**src/hw/rtl/hermite_contrast_curve_point_defines.svh**
```systemverilog
// Assertion macros shared by the contrast curve point RTL.
// Used by files that include it inside a module with clk and rst_n in scope.
`ifndef HERMITE_CONTRAST_CURVE_POINT_DEFINES_SVH
`define HERMITE_CONTRAST_CURVE_POINT_DEFINES_SVH

// Same-cycle implication, checked outside reset.
`define HCCP_CHECK(lbl, ante, cons, msg) \
  lbl: assert property (@(posedge clk) disable iff (!rst_n) (ante) |-> (cons)) \
    else $error(msg);

// Next-cycle implication, checked outside reset.
`define HCCP_CHECK_NEXT(lbl, ante, cons, msg) \
  lbl: assert property (@(posedge clk) disable iff (!rst_n) (ante) |=> (cons)) \
    else $error(msg);

`endif

```
**src/hw/rtl/hccp_pkg.sv**
```systemverilog
// Package for the contrast curve point block: widths, fixed-point constants
// and the sideband struct carried through the divider. No dependencies.
package hccp_pkg;

  localparam int LEVEL_BITS = 8;
  localparam int SLOPE_BITS = 12;
  localparam int SLOPE_FRAC = 8;
  localparam int FRAC_BITS  = 16;
  localparam int T_BITS     = FRAC_BITS + 1;
  localparam int NUM_BITS   = LEVEL_BITS + FRAC_BITS;
  localparam int DIV_STEPS  = T_BITS;
  localparam int SQ_BITS    = 2 * T_BITS;
  localparam int H_BITS     = T_BITS + 3;
  localparam int PY_BITS    = H_BITS + LEVEL_BITS + 1;
  localparam int PM_BITS    = H_BITS + SLOPE_BITS;
  localparam int MS_BITS    = PM_BITS + 1 + LEVEL_BITS + 1;
  localparam int SUM_BITS   = LEVEL_BITS + 30;
  localparam int OUT_SHIFT  = FRAC_BITS + SLOPE_FRAC;

  localparam logic [T_BITS-1:0]          T_ONE     = T_BITS'(1) << FRAC_BITS;
  localparam logic signed [H_BITS-1:0]   T_ONE_H   = H_BITS'(T_ONE);
  localparam logic [SQ_BITS-1:0]         SQ_ROUND  = SQ_BITS'(1) << (FRAC_BITS - 1);
  localparam logic signed [SUM_BITS-1:0] OUT_ROUND = SUM_BITS'(1) << (OUT_SHIFT - 1);
  localparam logic [LEVEL_BITS-1:0]      LVL_MAX   = '1;

  typedef logic [LEVEL_BITS-1:0] lvl_t;
  typedef logic signed [SLOPE_BITS-1:0] slope_t;

  // Operands that ride alongside the quotient through the divider.
  typedef struct packed {
    logic   zspan;
    lvl_t   span;
    lvl_t   ly;
    lvl_t   ry;
    slope_t m1;
    slope_t m2;
  } side_t;

endpackage

```
**src/hw/rtl/hccp_div.sv**
```systemverilog
// Pipelined restoring divider: one quotient bit per register stage.
// Depends on hccp_pkg; the divisor is the span carried in the sideband.
module hccp_div
  import hccp_pkg::*;
(
  input  logic                clk,
  input  logic                rst_n,
  input  logic                in_valid,
  output logic                in_ready,
  input  logic [NUM_BITS-1:0] in_num,
  input  side_t               in_side,
  output logic                out_valid,
  input  logic                out_ready,
  output logic [T_BITS-1:0]   out_quo,
  output side_t               out_side
);

  logic [DIV_STEPS-1:0]  vld_r;
  logic [DIV_STEPS-1:0]  vld_nxt;
  logic [DIV_STEPS-1:0]  rdy;
  logic [LEVEL_BITS-1:0] rem_r   [DIV_STEPS];
  logic [LEVEL_BITS-1:0] rem_nxt [DIV_STEPS];
  logic [T_BITS-1:0]     lo_r    [DIV_STEPS];
  logic [T_BITS-1:0]     lo_nxt  [DIV_STEPS];
  logic [T_BITS-1:0]     quo_r   [DIV_STEPS];
  logic [T_BITS-1:0]     quo_nxt [DIV_STEPS];
  side_t                 side_r  [DIV_STEPS];
  side_t                 side_nxt[DIV_STEPS];

  for (genvar k = 0; k < DIV_STEPS; k++) begin : g_step
    logic [LEVEL_BITS-1:0] rem_src;
    logic [T_BITS-1:0]     lo_src;
    logic [T_BITS-1:0]     quo_src;
    side_t                 side_src;
    logic [LEVEL_BITS:0]   trial;
    logic                  ge;

    // The first stage takes the upper numerator bits as its partial remainder.
    if (k == 0) begin : g_first
      assign rem_src    = LEVEL_BITS'(in_num[NUM_BITS-1:T_BITS]);
      assign lo_src     = in_num[T_BITS-1:0];
      assign quo_src    = '0;
      assign side_src   = in_side;
      assign vld_nxt[k] = in_valid;
    end else begin : g_next
      assign rem_src    = rem_r[k-1];
      assign lo_src     = lo_r[k-1];
      assign quo_src    = quo_r[k-1];
      assign side_src   = side_r[k-1];
      assign vld_nxt[k] = vld_r[k-1];
    end

    // Shift in the next numerator bit, then compare and subtract once.
    assign trial       = {rem_src, lo_src[T_BITS-1]};
    assign ge          = trial >= {1'b0, side_src.span};
    assign rem_nxt[k]  = ge ? LEVEL_BITS'(trial - {1'b0, side_src.span})
                            : trial[LEVEL_BITS-1:0];
    assign lo_nxt[k]   = {lo_src[T_BITS-2:0], 1'b0};
    assign quo_nxt[k]  = {quo_src[T_BITS-2:0], ge};
    assign side_nxt[k] = side_src;

    // A stage moves when it is empty or the stage after it moves.
    if (k == DIV_STEPS - 1) begin : g_last_rdy
      assign rdy[k] = ~vld_r[k] | out_ready;
    end else begin : g_mid_rdy
      assign rdy[k] = ~vld_r[k] | rdy[k+1];
    end
  end

  // Stage valid bits.
  always_ff @(posedge clk) begin
    if (!rst_n) begin
      vld_r <= '0;
    end else begin
      for (int k = 0; k < DIV_STEPS; k++) begin
        if (rdy[k]) begin
          vld_r[k] <= vld_nxt[k];
        end
      end
    end
  end

  // Stage payload.
  always_ff @(posedge clk) begin
    for (int k = 0; k < DIV_STEPS; k++) begin
      if (rdy[k]) begin
        rem_r[k]  <= rem_nxt[k];
        lo_r[k]   <= lo_nxt[k];
        quo_r[k]  <= quo_nxt[k];
        side_r[k] <= side_nxt[k];
      end
    end
  end

  assign in_ready  = rdy[0];
  assign out_valid = vld_r[DIV_STEPS-1];
  assign out_quo   = quo_r[DIV_STEPS-1];
  assign out_side  = side_r[DIV_STEPS-1];

endmodule

```
**config.mk**
```make
export PLATFORM = sky130hd
export DESIGN_NAME = hccp_div
export DESIGN_NICKNAME = d
export VERILOG_FILES = /design/src/hw/rtl/hermite_contrast_curve_point_defines.svh /design/src/hw/rtl/hccp_pkg.sv /design/src/hw/rtl/hccp_div.sv
export SDC_FILE = /design/constraint.sdc
export NUM_CORES = 1
export LEC_CHECK = 0
export BUFFER_PORTS_ARGS = -buffer_cell sky130_fd_sc_hd__buf_2
export CORE_ASPECT_RATIO = 0.6
export CORE_MARGIN = 10
export CORE_UTILIZATION = 42
export DETAILED_ROUTE_END_ITERATION = 16
export HOLD_SLACK_MARGIN = 0.1
export PLACE_DENSITY = 0.64
export SLEW_MARGIN = 20
export SYNTH_ARGS = -nofsm -noshare
export SYNTH_HDL_FRONTEND = slang
export SYNTH_SLANG_ARGS = --single-unit
```
**constraint.sdc**
```tcl
create_clock -name clk -period 6.05 [get_ports clk]
set_input_delay 1.21 -clock clk [delete_from_list [all_inputs] [get_ports clk]]
set_output_delay 1.21 -clock clk [all_outputs]
set_load 0.01 [all_outputs]
```
---- After elaboration in Yosys (flattened, before gate mapping) ----
Memory sizes are Yosys's and may differ from the RTL's.
Cells that the tools add are included.
storage, ports and cells
  output and inout port bits .............. 68
  register bits ........................... 17
  memories kept ........................... 4
  RAM bits ................................ 1530
cells by class
  magnitude comparators ................... 17
  bitwise gates (word level) .............. 34
  $add $sub $neg .......................... 17
  multiplexer cells ....................... 51
memories
  name    depth  width  read ports  clocked after memory_dff  wr ports  RTL line        source
  side_r  17     49     17          0                         17        hccp_div.sv:27  side_t side_r [DIV_STEPS];
  quo_r   17     17     17          0                         17        hccp_div.sv:25  logic [T_BITS-1:0] quo_r [DIV_STEPS];
  lo_r    17     16     16          0                         17        hccp_div.sv:23  logic [T_BITS-1:0] lo_r [DIV_STEPS];
  rem_r   17     8      16          0                         17        hccp_div.sv:21  logic [LEVEL_BITS-1:0] rem_r [DIV_STEPS];
operators with widths
  cell           number
  $ge A9 B8 Y1   16
  $mux W8        17
  $sub A8 B8 Y8  17
  $mux W1        34
  $not A1 Y1     17
  $or A1 B1 Y1   17
  $ge A8 B8 Y1   1

---- Logic depth before layout (Yosys ltp) ----
  depth after elaboration ................. 20
  gate-level depth with buffers ........... 8

---- Least setup slack after synthesis ----
No wires, ideal clock.
  path kind ............................... input-to-reg
  start ................................... input port out_ready
  end ..................................... memory lo_r[0][51] (netlist name) (enable)
  setup slack ............................. -459 ps
  stages on the path ...................... 7
  data required time ...................... 5622 ps
  arrival ................................. 6081 ps
  path through ............................ nor2b_4 inv_2 or4_4 nor2_4 inv_1 nor3_1 inv_1
RTL lines
  what             RTL line        source
  start, declared  hccp_div.sv:13  input logic out_ready,
  end, declared    hccp_div.sv:23

---- Final worst setup path ----
  start ................................... input port out_ready
  end ..................................... output port in_ready
on the way
  longest elaborated chain between the ends .. 17
RTL lines
  what                       RTL line        source
  $or A1 B1 Y1               hccp_div.sv:64  assign rdy[k] = ~vld_r[k] | out_ready;
  named net rdy[16]          hccp_div.sv:20  logic [DIV_STEPS-1:0] rdy;
  $or A1 B1 Y1 (8 in a row)  hccp_div.sv:66  assign rdy[k] = ~vld_r[k] | rdy[k+1];
  named net rdy[8]           hccp_div.sv:20
  $or A1 B1 Y1 (8 in a row)  hccp_div.sv:66
  end, declared              hccp_div.sv:9   output logic in_ready,
The timed path passes the listed nets, and every way through them passes these cells.

==> impl_metrics.ini <==
[outcome]
status = finished, final reports clean

[timing]
period_minus_slack_ns = 4.12
fmax_mhz = 243
final_max_slew_viol_count = 0
rsz0062_at_grt = false
fin_skew_ns = 0.0313
tns_ns = 0
slew_headroom = 0.284
period_share = 0.681
tightest_slew_ns = 1.07
final-setup-viol-count = 0
hold_viol_final = 0

[cells_and_area]
drive_gt1_frac = 0.170
diodes = 0
nFillCells = 8894
area_growth_pct = 13.8
nNetsFinal = 2902
design_area_um2 = 52500

[global_routing]
gr-usage-all-layers = 0.134
grt_pass1_vias = 21156
antenna_found_initial = 6
grt_pass1_wl_um = 129000
grt_start_max_net_pins = 76
overflow = 0

[synth]
ys_seq_area_frac = 0.821
yosys_most_used_dff = edfxtp_1
synth_cells = 2408
async_flop_share = 0
netlist_area_um2 = 46200
synth_cell_types = 49
yosysWarnings = 0
synth_top_cell_area_share = 0.813
yosys-top-cells-area = edfxtp_1, ha_1, mux2_2
synth-seq-cells = 1267
synth_area_per_cell_um2 = 19.2
synth_nets = 2637
synth_edf_count = 1250
synth_top_cell_by_area = edfxtp_1

[route]
via_count = 21052
drt-pass1-iter-count = 5
first_iter_violations = 1924
vias_per_cell = 5.01
wl_per_cell_um = 19.9
drcViolationCount = 0
detail-route-antenna-nets = 0
finalWirelength_um = 83700

[clock_tree]
cts_resized = 0
clkLatencyLatePin_ns = 0.70
max-clock-path-buffers = 3
cts_root_buf = clkbuf_16
ctsHtreeMaxLevel = 3
cts_buffers = 106
cts_hold_buf = 0
postCtsSetupBuffers = 0
clk_pin_slew_worst_paths_ns = 0.07
cts_sinks = 1267
cts_tree = built

[setup_path]
ff2ff_setup_slack_ns = 2.64
cp.arrival_ns = 2.91
crit_end = in_ready
cp-startpoint = out_ready
worstRegToRegCells = 7
cp_max_fo = 5
r2r-end = rem_r[0][29]
start_kind = input port
worstReg2RegStart = vld_r[15]
crit_type = input port to output port
critical_path_required_ns = 4.84
critPathCaptureType = output port

[worst_hold_path]
hold_class = register to register

[floorplan]
die_area_um2 = 124000
initial_core_util = 0.422
row_count = 94
core_area_um2 = 109000
die_height_um = 277
io_pins = 145
floorplan.die.width_um = 448

[pwr]
powerDensity_nw_per_um2 = 446
p_leak_nw = 19.6
ir_drop_v = 0.000234

[placement]
io_buffers = 144
dp_hpwl_um = 57000
gp_congestion = 0.816
placed_area_um2 = 48900

[run]
drv_cap = 0
==> area by class of cell <==
type	count	area, um^2	area share
clock buffers	127	2750	0.0524
clock inverters	70	878	0.0167
inverters	187	717	0.0136
multi-input cells	952	7640	0.145
flip-flops and latches	1267	37900	0.721
well taps	1440	1800	0.0343
repair buffers	159	866	0.0165
==> worst max-delay path, cell delays in order <==
cell and delay (ns):
buf_2 0.12, nor2b_4 0.21, inv_4 0.07, or4_4 0.49
nor4_4 0.35, and2_4 0.23, nand2_4 0.06, buf_2 0.16
==> cell families after synthesis <==
kind of cell	after synthesis	synth area share
flops	1267	0.821
xor+xnor	18	0.00342
compound gates	314	0.0479
fa+ha+maj	152	0.0438
buf+inv	189	0.0154
simple gates	344	0.0398
mux	124	0.0291
==> cell usage after synthesis, types with 20 or more instances <==
cell      number
o21a_1        56
inv_1        185
nor3_1        35
nand4_1       33
a21oi_1       42
a211oi_1      41
o31a_1        32
edfxtp_1    1250
mux2_2        80
nand3_1       20
ha_1         136
nor2b_1       44
nand2_1       28
nor2_1       115
o21ai_0       75
mux2i_1       44
==> flip-flops by register name (all words and copies together) (netlist names) <==
register and flops:
lo_r 136, quo_r 153, rem_r 128, side_r 833
vld_r 17
==> placed cells by master (no fill, tap or decap), types with 19 or more instances in the layout <==
cell type and instances:
edfxtp_1 1250, inv_1 178, buf_2 144, ha_1 136
nor2_1 115, clkbuf_16 107, mux2_2 80, o21ai_0 75
o21a_1 56, nor2b_1 44, mux2i_1 44, a21oi_1 42
a211oi_1 41, nor3_1 35, nand4_1 33, o31a_1 32
clkinv_2 26, nand2_1 23, clkbuf_1 20, nand3_1 19
==> report_power, final <==
part / internal, mW / total (mW) / switching, mW
registers: 11.3 / 11.8 / 0.586
clock network: 4.01 / 7.05 / 3.05
logic: 2.10 / 4.56 / 2.46
total: 17.4 / 23.5 / 6.09
==> stage by stage <==
| step | hold slack [ns] | util | instances | setup slack (ns) | power (mW) |
|---|---|---|---|---|---|
| 2_1_floorplan | 0.400 | - | 2408 | 0.190 | 15.2 |
| 3_3_place_gp | 0.400 | 0.447 | 4004 | 1.80 | 16.4 |
| 3_5_place_dp | 0.405 | 0.447 | 4004 | 1.78 | 16.5 |
| 4_1_cts | 0.409 | 0.480 | 4201 | 1.93 | 23.6 |
| 5_1_grt | 0.417 | 0.480 | 4202 | 1.85 | 24.6 |
| 6_report | 0.412 | 0.480 | 4202 | 1.93 | 23.5 |
==> routing by layer <==
metal / routed length, um / vias to the layer above / GRT usage
met5: 0 / - / 0
met3: 4700 / 111 / 0.0290
met1: 42200 / 10511 / 0.209
met2: 35400 / 513 / 0.191
met4: 1420 / 0 / 0.0302
li1: - / 9917 / -
==> how the worst min path moves through the flow <==
stage,startpoint,to,slack (ns),cells after the start
3_5_place_dp,lo_r[0][85],lo_r[0][102],0.40,0
6_report,side_r[0][764],side_r[0][813],0.41,0
4_1_cts,lo_r[0][119],lo_r[0][136],0.41,0
5_1_grt,side_r[0][653],side_r[0][702],0.42,0
3_3_place_gp,quo_r[0][192],quo_r[0][210],0.40,0
2_1_floorplan,lo_r[0][85],lo_r[0][102],0.40,0
Note: power is estimated with default switching activity, not from simulation.
